==> src/design/carp_pkg.sv <==
// Package: types, register map, micro-operation codes and the control program of the controller.
package carp_pkg;

	localparam int GAIN_W = 24;
	localparam int ILIM_W = 16;
	localparam int OLIM_W = 15;
	localparam int CFG_IDX_W = 3;
	localparam int CFG_DATA_W = 24;
	localparam int STEP_W = 4;

	localparam logic [CFG_IDX_W-1:0] REG_OUTER_KP = 3'd0;
	localparam logic [CFG_IDX_W-1:0] REG_OUTER_KI = 3'd1;
	localparam logic [CFG_IDX_W-1:0] REG_OUTER_KD = 3'd2;
	localparam logic [CFG_IDX_W-1:0] REG_INNER_KP = 3'd3;
	localparam logic [CFG_IDX_W-1:0] REG_INNER_KD = 3'd4;
	localparam logic [CFG_IDX_W-1:0] REG_INT_LIMIT = 3'd5;
	localparam logic [CFG_IDX_W-1:0] REG_OUT_LIMIT = 3'd6;

	localparam logic [GAIN_W-1:0] RST_OUTER_KP = 24'd245760;
	localparam logic [GAIN_W-1:0] RST_OUTER_KI = 24'd205;
	localparam logic [GAIN_W-1:0] RST_OUTER_KD = 24'd163840;
	localparam logic [GAIN_W-1:0] RST_INNER_KP = 24'd12288;
	localparam logic [GAIN_W-1:0] RST_INNER_KD = 24'd53248;
	localparam logic [ILIM_W-1:0] RST_INT_LIMIT = 16'd1000;
	localparam logic [OLIM_W-1:0] RST_OUT_LIMIT = 15'd4800;

	localparam logic [3:0] OP_NOP = 4'd0;
	localparam logic [3:0] OP_PREP = 4'd1;
	localparam logic [3:0] OP_INTEG = 4'd2;
	localparam logic [3:0] OP_ACC_LOAD = 4'd3;
	localparam logic [3:0] OP_ACC_ADD = 4'd4;
	localparam logic [3:0] OP_FORM_S = 4'd5;
	localparam logic [3:0] OP_MAG_B = 4'd6;
	localparam logic [3:0] OP_HI_CHK = 4'd7;
	localparam logic [3:0] OP_LO_ADD = 4'd8;
	localparam logic [3:0] OP_APPLY = 4'd9;
	localparam logic [3:0] OP_DIV = 4'd10;
	localparam logic [3:0] OP_CLAMP = 4'd11;
	localparam logic [3:0] OP_SAT = 4'd12;
	localparam logic [3:0] OP_EMIT = 4'd13;

	localparam logic [2:0] A_KP_O = 3'd0;
	localparam logic [2:0] A_KI_O = 3'd1;
	localparam logic [2:0] A_KD_O = 3'd2;
	localparam logic [2:0] A_KP_I = 3'd3;
	localparam logic [2:0] A_KD_I = 3'd4;

	localparam logic [2:0] B_ERR = 3'd0;
	localparam logic [2:0] B_INTEG = 3'd1;
	localparam logic [2:0] B_DELTA = 3'd2;
	localparam logic [2:0] B_DG = 3'd3;
	localparam logic [2:0] B_HI = 3'd4;
	localparam logic [2:0] B_LO = 3'd5;

	localparam logic [1:0] J_NONE = 2'd0;
	localparam logic [1:0] J_SAT = 2'd1;
	localparam logic [1:0] J_ALWAYS = 2'd2;

	localparam logic [STEP_W-1:0] STEP_SAT = 4'd13;
	localparam logic [STEP_W-1:0] STEP_EMIT = 4'd14;

	typedef struct packed {
		logic [3:0]        op;
		logic [2:0]        asel;
		logic [2:0]        bsel;
		logic [1:0]        jcond;
		logic [STEP_W-1:0] jtarget;
	} carp_ctrl_t;

	localparam carp_ctrl_t CTRL_IDLE = '{OP_NOP, A_KP_O, B_ERR, J_NONE, 4'd0};

	function automatic carp_ctrl_t ucode(input logic [STEP_W-1:0] step);
		carp_ctrl_t w;
		case (step)
			4'd0: w = '{OP_PREP, A_KP_O, B_ERR, J_NONE, 4'd0};
			4'd1: w = '{OP_INTEG, A_KP_O, B_ERR, J_NONE, 4'd0};
			4'd2: w = '{OP_ACC_LOAD, A_KI_O, B_INTEG, J_NONE, 4'd0};
			4'd3: w = '{OP_ACC_ADD, A_KD_O, B_DELTA, J_NONE, 4'd0};
			4'd4: w = '{OP_ACC_ADD, A_KP_O, B_ERR, J_NONE, 4'd0};
			4'd5: w = '{OP_FORM_S, A_KD_I, B_DG, J_NONE, 4'd0};
			4'd6: w = '{OP_MAG_B, A_KP_I, B_HI, J_NONE, 4'd0};
			4'd7: w = '{OP_NOP, A_KP_I, B_HI, J_NONE, 4'd0};
			4'd8: w = '{OP_HI_CHK, A_KP_I, B_LO, J_NONE, 4'd0};
			4'd9: w = '{OP_LO_ADD, A_KP_I, B_LO, J_SAT, STEP_SAT};
			4'd10: w = '{OP_APPLY, A_KP_O, B_ERR, J_NONE, 4'd0};
			4'd11: w = '{OP_DIV, A_KP_O, B_ERR, J_NONE, 4'd0};
			4'd12: w = '{OP_CLAMP, A_KP_O, B_ERR, J_ALWAYS, STEP_EMIT};
			4'd13: w = '{OP_SAT, A_KP_O, B_ERR, J_NONE, 4'd0};
			4'd14: w = '{OP_EMIT, A_KP_O, B_ERR, J_NONE, 4'd0};
			default: w = '{OP_NOP, A_KP_O, B_ERR, J_ALWAYS, STEP_EMIT};
		endcase
		return w;
	endfunction

endpackage

==> src/design/carp_seq.sv <==
// Step counter and microcode lookup that drive the controller datapath.
module carp_seq (
	input  logic                clk,
	input  logic                arst_n,
	input  logic                start,
	input  logic                sat,
	input  logic                emit_ok,
	output logic                busy,
	output carp_pkg::carp_ctrl_t ctrl
);

	logic                         busy_q;
	logic [carp_pkg::STEP_W-1:0]  pc_q;
	carp_pkg::carp_ctrl_t         word;
	logic                         taken;

	assign word = carp_pkg::ucode(pc_q);
	assign ctrl = busy_q ? word : carp_pkg::CTRL_IDLE;
	assign busy = busy_q;
	assign taken = (word.jcond == carp_pkg::J_ALWAYS) ||
		((word.jcond == carp_pkg::J_SAT) && sat);

	always_ff @(posedge clk or negedge arst_n) begin
		if (!arst_n) begin
			busy_q <= 1'b0;
			pc_q <= '0;
		end else if (!busy_q) begin
			if (start) begin
				busy_q <= 1'b1;
				pc_q <= '0;
			end
		end else if (word.op == carp_pkg::OP_EMIT) begin
			if (emit_ok) begin
				busy_q <= 1'b0;
			end
		end else if (taken) begin
			pc_q <= word.jtarget;
		end else begin
			pc_q <= pc_q + 4'd1;
		end
	end

endmodule

==> src/design/cascaded_angle_rate_pid.sv <==
// Top level: cascaded angle and rate controller with a microcoded shared-multiplier datapath.
// Usage: each transaction on the slave stream is one control tick carrying the target angle,
// the gyro rate and the measured angle. The block answers each tick with exactly one
// transaction on the master stream holding the saturated drive value.
// Gains and limits are written through the plain write port (cfg_we, cfg_index, cfg_data);
// the user must write them only while no tick is in progress, as the block does not enforce
// this. Indexes beyond the register list are ignored. A tick is worked through by a microcode
// program of fifteen steps on one 25 x 25 bit multiplier with a registered product; when the
// inner product is large enough to force saturation, the program jumps to its saturation step.
// A new tick is taken only after the program for the previous one has ended: s_tready is
// low while a tick is being worked through. The result waits in an output register; the
// next tick is taken while it waits. If the receiver is still stalling when the next result
// is ready, the program holds at its final step until the register is free.
// Reset clears the integral and the stored angle and rate, restores the default gains and
// limits, and leaves both streams empty.
module cascaded_angle_rate_pid #(
	parameter int GAIN_FRAC_BITS = 12
) (
	input  logic        clk,
	input  logic        arst_n,
	input  logic        s_tvalid,
	output logic        s_tready,
	input  logic [47:0] s_tdata,   // target_angle[15:0], gyro_rate[31:16], measured_angle[47:32]
	output logic        m_tvalid,
	input  logic        m_tready,
	output logic [15:0] m_tdata,   // drive_value[15:0]
	input  logic        cfg_we,
	input  logic [carp_pkg::CFG_IDX_W-1:0]  cfg_index,
	input  logic [carp_pkg::CFG_DATA_W-1:0] cfg_data
);

	localparam int DIV_SHIFT = 2 * GAIN_FRAC_BITS + 1;
	localparam logic signed [63:0] RND_MASK = (64'sd1 <<< DIV_SHIFT) - 64'sd1;

	logic [carp_pkg::GAIN_W-1:0] outer_kp_q, outer_ki_q, outer_kd_q, inner_kp_q, inner_kd_q;
	logic [carp_pkg::ILIM_W-1:0] int_limit_q;
	logic [carp_pkg::OLIM_W-1:0] out_limit_q;

	logic signed [15:0] target_q, gyro_q, meas_q;
	logic signed [15:0] prev_angle_q, prev_rate_q;
	logic signed [17:0] integral_q;
	logic signed [16:0] err_q, delta_q, dg_q;
	logic signed [18:0] g7_q;
	logic signed [49:0] prod_q;
	logic signed [63:0] acc_q;
	logic signed [47:0] s_q;
	logic [46:0]        mag_q;
	logic               neg_q, sat_q;
	logic [63:0]        a_q;
	logic [15:0]        drive_q;
	logic               m_tvalid_q;
	logic [15:0]        m_tdata_q;

	carp_pkg::carp_ctrl_t ctrl;
	logic                 busy, accept, emit_ok;
	logic signed [24:0]   mul_a, mul_b;
	logic signed [18:0]   int_sum, int_lim;
	logic signed [63:0]   olim64, rounded;
	logic signed [15:0]   olim16;

	assign accept = s_tvalid && s_tready;
	assign s_tready = !busy;
	assign emit_ok = !m_tvalid_q || m_tready;
	assign m_tvalid = m_tvalid_q;
	assign m_tdata = m_tdata_q;

	carp_seq u_seq (
		.clk     (clk),
		.arst_n  (arst_n),
		.start   (accept),
		.sat     (sat_q),
		.emit_ok (emit_ok),
		.busy    (busy),
		.ctrl    (ctrl)
	);

	always_ff @(posedge clk or negedge arst_n) begin
		if (!arst_n) begin
			outer_kp_q <= carp_pkg::RST_OUTER_KP;
			outer_ki_q <= carp_pkg::RST_OUTER_KI;
			outer_kd_q <= carp_pkg::RST_OUTER_KD;
			inner_kp_q <= carp_pkg::RST_INNER_KP;
			inner_kd_q <= carp_pkg::RST_INNER_KD;
			int_limit_q <= carp_pkg::RST_INT_LIMIT;
			out_limit_q <= carp_pkg::RST_OUT_LIMIT;
		end else if (cfg_we) begin
			case (cfg_index)
				carp_pkg::REG_OUTER_KP: outer_kp_q <= cfg_data;
				carp_pkg::REG_OUTER_KI: outer_ki_q <= cfg_data;
				carp_pkg::REG_OUTER_KD: outer_kd_q <= cfg_data;
				carp_pkg::REG_INNER_KP: inner_kp_q <= cfg_data;
				carp_pkg::REG_INNER_KD: inner_kd_q <= cfg_data;
				carp_pkg::REG_INT_LIMIT: int_limit_q <= cfg_data[carp_pkg::ILIM_W-1:0];
				carp_pkg::REG_OUT_LIMIT: out_limit_q <= cfg_data[carp_pkg::OLIM_W-1:0];
				default: ;
			endcase
		end
	end

	always_comb begin
		case (ctrl.asel)
			carp_pkg::A_KP_O: mul_a = $signed({1'b0, outer_kp_q});
			carp_pkg::A_KI_O: mul_a = $signed({1'b0, outer_ki_q});
			carp_pkg::A_KD_O: mul_a = $signed({1'b0, outer_kd_q});
			carp_pkg::A_KP_I: mul_a = $signed({1'b0, inner_kp_q});
			carp_pkg::A_KD_I: mul_a = $signed({1'b0, inner_kd_q});
			default: mul_a = '0;
		endcase
		case (ctrl.bsel)
			carp_pkg::B_ERR: mul_b = 25'(err_q);
			carp_pkg::B_INTEG: mul_b = 25'(integral_q);
			carp_pkg::B_DELTA: mul_b = 25'(delta_q);
			carp_pkg::B_DG: mul_b = 25'(dg_q);
			carp_pkg::B_HI: mul_b = $signed({2'b00, mag_q[46:24]});
			carp_pkg::B_LO: mul_b = $signed({1'b0, mag_q[23:0]});
			default: mul_b = '0;
		endcase
	end

	always_ff @(posedge clk) begin
		prod_q <= mul_a * mul_b;
	end

	assign int_sum = 19'(integral_q) + 19'(err_q);
	assign int_lim = $signed({3'b000, int_limit_q});
	assign olim64 = $signed({49'd0, out_limit_q});
	assign olim16 = $signed({1'b0, out_limit_q});
	assign rounded = acc_q + (acc_q[63] ? RND_MASK : 64'sd0);

	always_ff @(posedge clk or negedge arst_n) begin
		if (!arst_n) begin
			integral_q <= '0;
			prev_angle_q <= '0;
			prev_rate_q <= '0;
		end else if (ctrl.op == carp_pkg::OP_PREP) begin
			prev_angle_q <= meas_q;
			prev_rate_q <= gyro_q;
		end else if (ctrl.op == carp_pkg::OP_INTEG) begin
			if (int_sum > int_lim) begin
				integral_q <= 18'(int_lim);
			end else if (int_sum < -int_lim) begin
				integral_q <= 18'(-int_lim);
			end else begin
				integral_q <= 18'(int_sum);
			end
		end
	end

	always_ff @(posedge clk) begin
		if (accept) begin
			target_q <= s_tdata[15:0];
			gyro_q <= s_tdata[31:16];
			meas_q <= s_tdata[47:32];
		end
		case (ctrl.op)
			carp_pkg::OP_PREP: begin
				err_q <= 17'(meas_q) - 17'(target_q);
				delta_q <= 17'(meas_q) - 17'(prev_angle_q);
				dg_q <= 17'(gyro_q) - 17'(prev_rate_q);
				g7_q <= (19'(gyro_q) <<< 3) - 19'(gyro_q);
			end
			carp_pkg::OP_ACC_LOAD: acc_q <= 64'(prod_q);
			carp_pkg::OP_ACC_ADD: acc_q <= acc_q + 64'(prod_q);
			carp_pkg::OP_FORM_S: begin
				s_q <= $signed(acc_q[47:0] <<< 1) + (48'(g7_q) <<< GAIN_FRAC_BITS);
			end
			carp_pkg::OP_MAG_B: begin
				neg_q <= s_q[47];
				mag_q <= s_q[47] ? 47'(-s_q) : 47'(s_q);
				acc_q <= 64'(prod_q) <<< (GAIN_FRAC_BITS + 1);
			end
			carp_pkg::OP_HI_CHK: begin
				sat_q <= |prod_q[49:38];
				a_q <= {2'b00, prod_q[37:0], 24'd0};
			end
			carp_pkg::OP_LO_ADD: a_q <= a_q + {16'd0, prod_q[47:0]};
			carp_pkg::OP_APPLY: begin
				acc_q <= neg_q ? acc_q - $signed(a_q) : acc_q + $signed(a_q);
			end
			carp_pkg::OP_DIV: acc_q <= rounded >>> DIV_SHIFT;
			carp_pkg::OP_CLAMP: begin
				if (acc_q > olim64) begin
					drive_q <= olim16;
				end else if (acc_q < -olim64) begin
					drive_q <= -olim16;
				end else begin
					drive_q <= acc_q[15:0];
				end
			end
			carp_pkg::OP_SAT: drive_q <= neg_q ? -olim16 : olim16;
			default: ;
		endcase
	end

	always_ff @(posedge clk or negedge arst_n) begin
		if (!arst_n) begin
			m_tvalid_q <= 1'b0;
		end else if ((ctrl.op == carp_pkg::OP_EMIT) && emit_ok) begin
			m_tvalid_q <= 1'b1;
		end else if (m_tready) begin
			m_tvalid_q <= 1'b0;
		end
	end

	always_ff @(posedge clk) begin
		if ((ctrl.op == carp_pkg::OP_EMIT) && emit_ok) begin
			m_tdata_q <= drive_q;
		end
	end

	a_one_tick_at_a_time: assert property (@(posedge clk) disable iff (!arst_n)
		s_tvalid && s_tready |=> !s_tready)
		else $error("a second tick was taken while the program was running");

	a_output_within_limit: assert property (@(posedge clk) disable iff (!arst_n)
		m_tvalid |-> ($signed(m_tdata) <= olim16) && ($signed(m_tdata) >= -olim16))
		else $error("drive value outside the output limit");

	a_result_from_emit: assert property (@(posedge clk) disable iff (!arst_n)
		$rose(m_tvalid) |-> $past(ctrl.op == carp_pkg::OP_EMIT))
		else $error("result presented without the final program step");

	a_ready_after_emit: assert property (@(posedge clk) disable iff (!arst_n)
		(ctrl.op == carp_pkg::OP_EMIT) && emit_ok |=> s_tready && m_tvalid)
		else $error("block did not return to ready with a result after the final step");

endmodule

==> config.mk <==
export PLATFORM = sky130hd
export DESIGN_NAME = cascaded_angle_rate_pid
export DESIGN_NICKNAME = d
export VERILOG_FILES = /design/src/design/carp_pkg.sv /design/src/design/carp_seq.sv /design/src/design/cascaded_angle_rate_pid.sv
export SDC_FILE = /design/constraint.sdc
export NUM_CORES = 2
export LEC_CHECK = 0
export BUFFER_PORTS_ARGS = -buffer_cell sky130_fd_sc_hd__clkbuf_2
export CAP_MARGIN = 25
export CORE_MARGIN = 5
export CORE_UTILIZATION = 40
export DETAILED_ROUTE_END_ITERATION = 6
export HOLD_SLACK_MARGIN = 0.1
export MAX_ROUTING_LAYER = met4
export PLACE_DENSITY = 0.61
export RECOVER_POWER = 100
export SETUP_SLACK_MARGIN = 0.1
export SLEW_MARGIN = 20
export SYNTH_ARGS = -nofsm -noshare
export SYNTH_HDL_FRONTEND = slang
export SYNTH_SLANG_ARGS = --single-unit
==> constraint.sdc <==
create_clock -name clk -period 27.9 [get_ports clk]
set_input_delay 2.79 -clock clk [delete_from_list [all_inputs] [get_ports clk]]
set_output_delay 2.79 -clock clk [all_outputs]
set_load 0.02 [all_outputs]
==> run summary <==
The run finished, with violations left. The final reports fail on design-rule violations, max-capacitance violations, max-slew violations. The standard cell core area is 158,000 µm², and the clock network latency to the later pin of the worst-skew pair is 690 ps.

Leading area contributor after synthesis: sky130_fd_sc_hd__edfxtp_1. In this run, CTS created clock tree buffers numbering 76. The proportion of netlist area held by the largest area contributor was 0.176; the number of global-route vias before repair was 51,734. For this design, the CTS-stage hold fixing added 0 buffers.

Compared with the post-synthesis result, the final layout area differs by 8.30%. In this run the most critical hold path is launched from drive_q[1]. Leaving out fill and tap cells, the most frequent cell in the layout is sky130_fd_sc_hd__inv_1.

The total congestion overflow came out at 0. TritonCTS built the clock tree. The clock net in this run drives a total of 630 sinks.

The clock-pin slew on the worst setup and hold paths is 60 ps, and the number of flops mapped to enable cells by yosys is 373. The fraction of final layout cells sized beyond drive strength 1 works out to 0.0742. Counting both buffers and inverters, the worst setup path holds a total of 11. The worst setup skew after layout is 65.9 ps.

Entering global routing, the biggest net connects 109 pins. By instance count, the cell type seen most on the critical path is sky130_fd_sc_hd__inv_1. In the synthesized netlist, the number of instances is 6,914. The maximum count of clock buffers along a single path was 3; the starting utilization of the core area was 0.402. The biggest cell delay along the critical path is 2710 ps. The tools report the post-synthesis sequential area ratio as 0.274. The path class of the lowest-slack min-delay path was reg2reg. The final cell utilization of the core is 0.436, and the post-route antenna net violation count is 0. CTS placed an instance of sky130_fd_sc_hd__clkbuf_16 at the clock tree root.

The kind of start point of the critical path was a flop. The startpoint identified for the worst register-to-register timing path is u_seq.pc_q[1]. Setup repair after global routing left no endpoint under its margin. The overall die height was 409 µm. In the final timing run, aggregate negative setup slack is 0 ps. Synthesis inferred 630 register bits.

The share of flip-flops with an asynchronous set or reset after synthesis was 0.329; the final setup violation count was 0. For the worst setup path, the data required time is 28,410 ps. The run gives 416 ps as the worst slack on hold paths. Post-cts sizing count: 0. The total half-perimeter wirelength after legalization and detailed placement came out at 169,000 µm. The arrival time at the worst endpoint was 15,440 ps; the worst slew margin relative to its limit was -2.09. Each instance of the synthesized netlist takes up on average 9.20 µm².

Yosys attributes the largest share of cell area to sky130_fd_sc_hd__edfxtp_1 18%, sky130_fd_sc_hd__fa_1 16%, sky130_fd_sc_hd__ha_1 12%. The tools report the net total in the final layout as 8,083. The floorplan die width is 409 µm. Critical setup path kind: reg2reg. The most common flop cell mapped by yosys was sky130_fd_sc_hd__edfxtp_1. The clock period minus final worst setup slack came out at 14,940 ps. The depth of the worst register-to-register path is 38, and the total number of yosys warnings is 0. The worst hold path depth is 0, and the total I/O pin count is 98.

For hold timing, the worst endpoint is m_tdata[1]. Dividing the detail-routed via count by the number of cells gives 5.82. For this block, the initial DRC count from the detailed router was 5,163. Max-cap violations in this run came to 23.

The top cell family by delay on the critical path was buffers and inverters. In the final routed layout, each cell accounts on average for 24.4 µm. Summing over every cut layer, the via total after detailed routing is 52,648. STA classifies the critical path endpoint as a flop. The floorplan step defined a die boundary enclosing 167,000 µm². The first-pass GRT wire length came out at 331,000 µm.

At the pin with the least slew margin, the transition time is 4630 ps. Largest fanout of any net on the critical path: 65. The run gives 8,091 as the net count of the mapped netlist.

Post-CTS timing repair inserted 0 buffers for setup. Based on the critical path, the design can be clocked at up to 66.9 MHz. The all-layer global routing usage is 0.267.

The summed instance area of the synthesized netlist was 63,600 µm². The final worst-path cycle share came out at 0.535. The congestion estimate from routability-driven global placement came to 0.976. The run gives 12,960 ps as the setup slack on the worst flop-to-flop path.

During placement, the flow inserted port buffers numbering 97. In the layout the commonest cells are 836 x sky130_fd_sc_hd__inv_1, 756 x sky130_fd_sc_hd__nand2_1, 607 x sky130_fd_sc_hd__nor2_1. The worst flop-to-flop path endpoint was prod_q[49]. The number of different library cells in the post-synthesis netlist came out at 89. The number of remaining DRC errors was 1; the number of search-and-repair iterations in the first detailed-routing pass was 7.

The floorplan row count is 146, and the number of hold violations in the final report is 0. After detailed routing, the total wire length is 221,000 µm. The cell with the largest stage delay on the worst path was sky130_fd_sc_hd__clkbuf_1. For the number of antenna violations at the first check in global routing, the log shows 8. The final max-slew violation count is 1,109.

Number of levels the H-tree was split into: 3.
-- Yosys cell counts (all sizes together) (51+ instances only) --
| master | number |
|---|---|
| nand4 | 70 |
| a221oi | 63 |
| nand2 | 756 |
| o21ai | 347 |
| ha | 587 |
| mux2 | 159 |
| nor2 | 611 |
| nand3 | 91 |
| edfxtp | 373 |
| inv | 836 |
| clkbuf | 278 |
| nor3 | 118 |
| nand2b | 51 |
| xnor2 | 315 |
| a21o | 167 |
| xor2 | 132 |
| a21oi | 344 |
| fa | 510 |
| dfrtp | 181 |
-- per-stage QoR --
step                      instance area [µm²]  setup slack, ps  instances
after floorplan                         63600            18190       6914
after global placement                  66700            16160       8895
after detailed placement                66700            15940       8898
after CTS                               69200            15830       9036
after global routing                    68900            12410       9041
final                                   68900            12960       9043
-- worst max path at each step --
stage                     cells after the start          to     startpoint
after floorplan                              36  prod_q[49]  u_seq.pc_q[2]
after global routing                         38  prod_q[49]  u_seq.pc_q[1]
after global placement                       37  prod_q[49]  u_seq.pc_q[1]
after detailed placement                     38  prod_q[49]  u_seq.pc_q[1]
final                                        38  prod_q[49]  u_seq.pc_q[1]
after CTS                                    38  prod_q[49]  u_seq.pc_q[1]
-- metal layers --
layer  wire, µm  part of all wire  global-route usage  up-vias
met4       9140             0.041              0.0927        0
met3      19900             0.090              0.0515      452
met2      99000              0.45               0.411     2098
li1           -                 -                   -    23819
met1      93000              0.42               0.355    26279
met5          0                 0                   -        -
-- flip-flops by register name (all words and copies together) (netlist names), 15 cells and up --
name and cells:
int_limit_q 16, inner_kd_q 24, g7_q 19, outer_ki_q 24, out_limit_q 15, acc_q 64, dg_q 17, s_q 47
err_q 17, gyro_q 16, drive_q 16, outer_kd_q 24, prod_q 50, target_q 16, meas_q 16, outer_kp_q 24
integral_q 18, a_q 64, mag_q 46, inner_kp_q 24, m_tdata 16, prev_angle_q 16, delta_q 17, prev_rate_q 16
-- cell families after synthesis --
kind of cell | Yosys count | share of synthesized area
buffers and inverters | 1125 | 0.0664
XOR/XNOR | 447 | 0.0615
AND/OR/NAND/NOR | 2006 | 0.143
flip-flops | 630 | 0.274
AO/OA/AOI/OAI | 1425 | 0.148
adder cells (fa/ha/maj) | 1097 | 0.276
multiplexers | 184 | 0.0321
-- area by class of cell --
| type | count | area [µm²] |
|---|---|---|
| multi-input cells | 5159 | 42200 |
| clock buffers | 102 | 2140 |
| fillers | 15384 | 89300 |
| flip-flops and latches | 630 | 17400 |
| repair buffers | 202 | 1120 |
| well taps | 2072 | 2590 |
| clock inverters | 36 | 325 |
| inverters | 837 | 3140 |
| diodes | 5 | 12.5 |
-- worst register-to-register path, delay by kind of cell (launching register included) --
kind | cells | cell delay (ps)
AOI/OAI and AO/OA | 11 | 3130
adders and majority gates | 9 | 4150
buffers and inverters | 11 | 4550
DFF | 1 | 490
muxes | 1 | 220
and+or+nand+nor | 6 | 2190
Power is not shown: default switching activity piles up to over one toggle a cycle in this logic, so the estimate is an artifact.
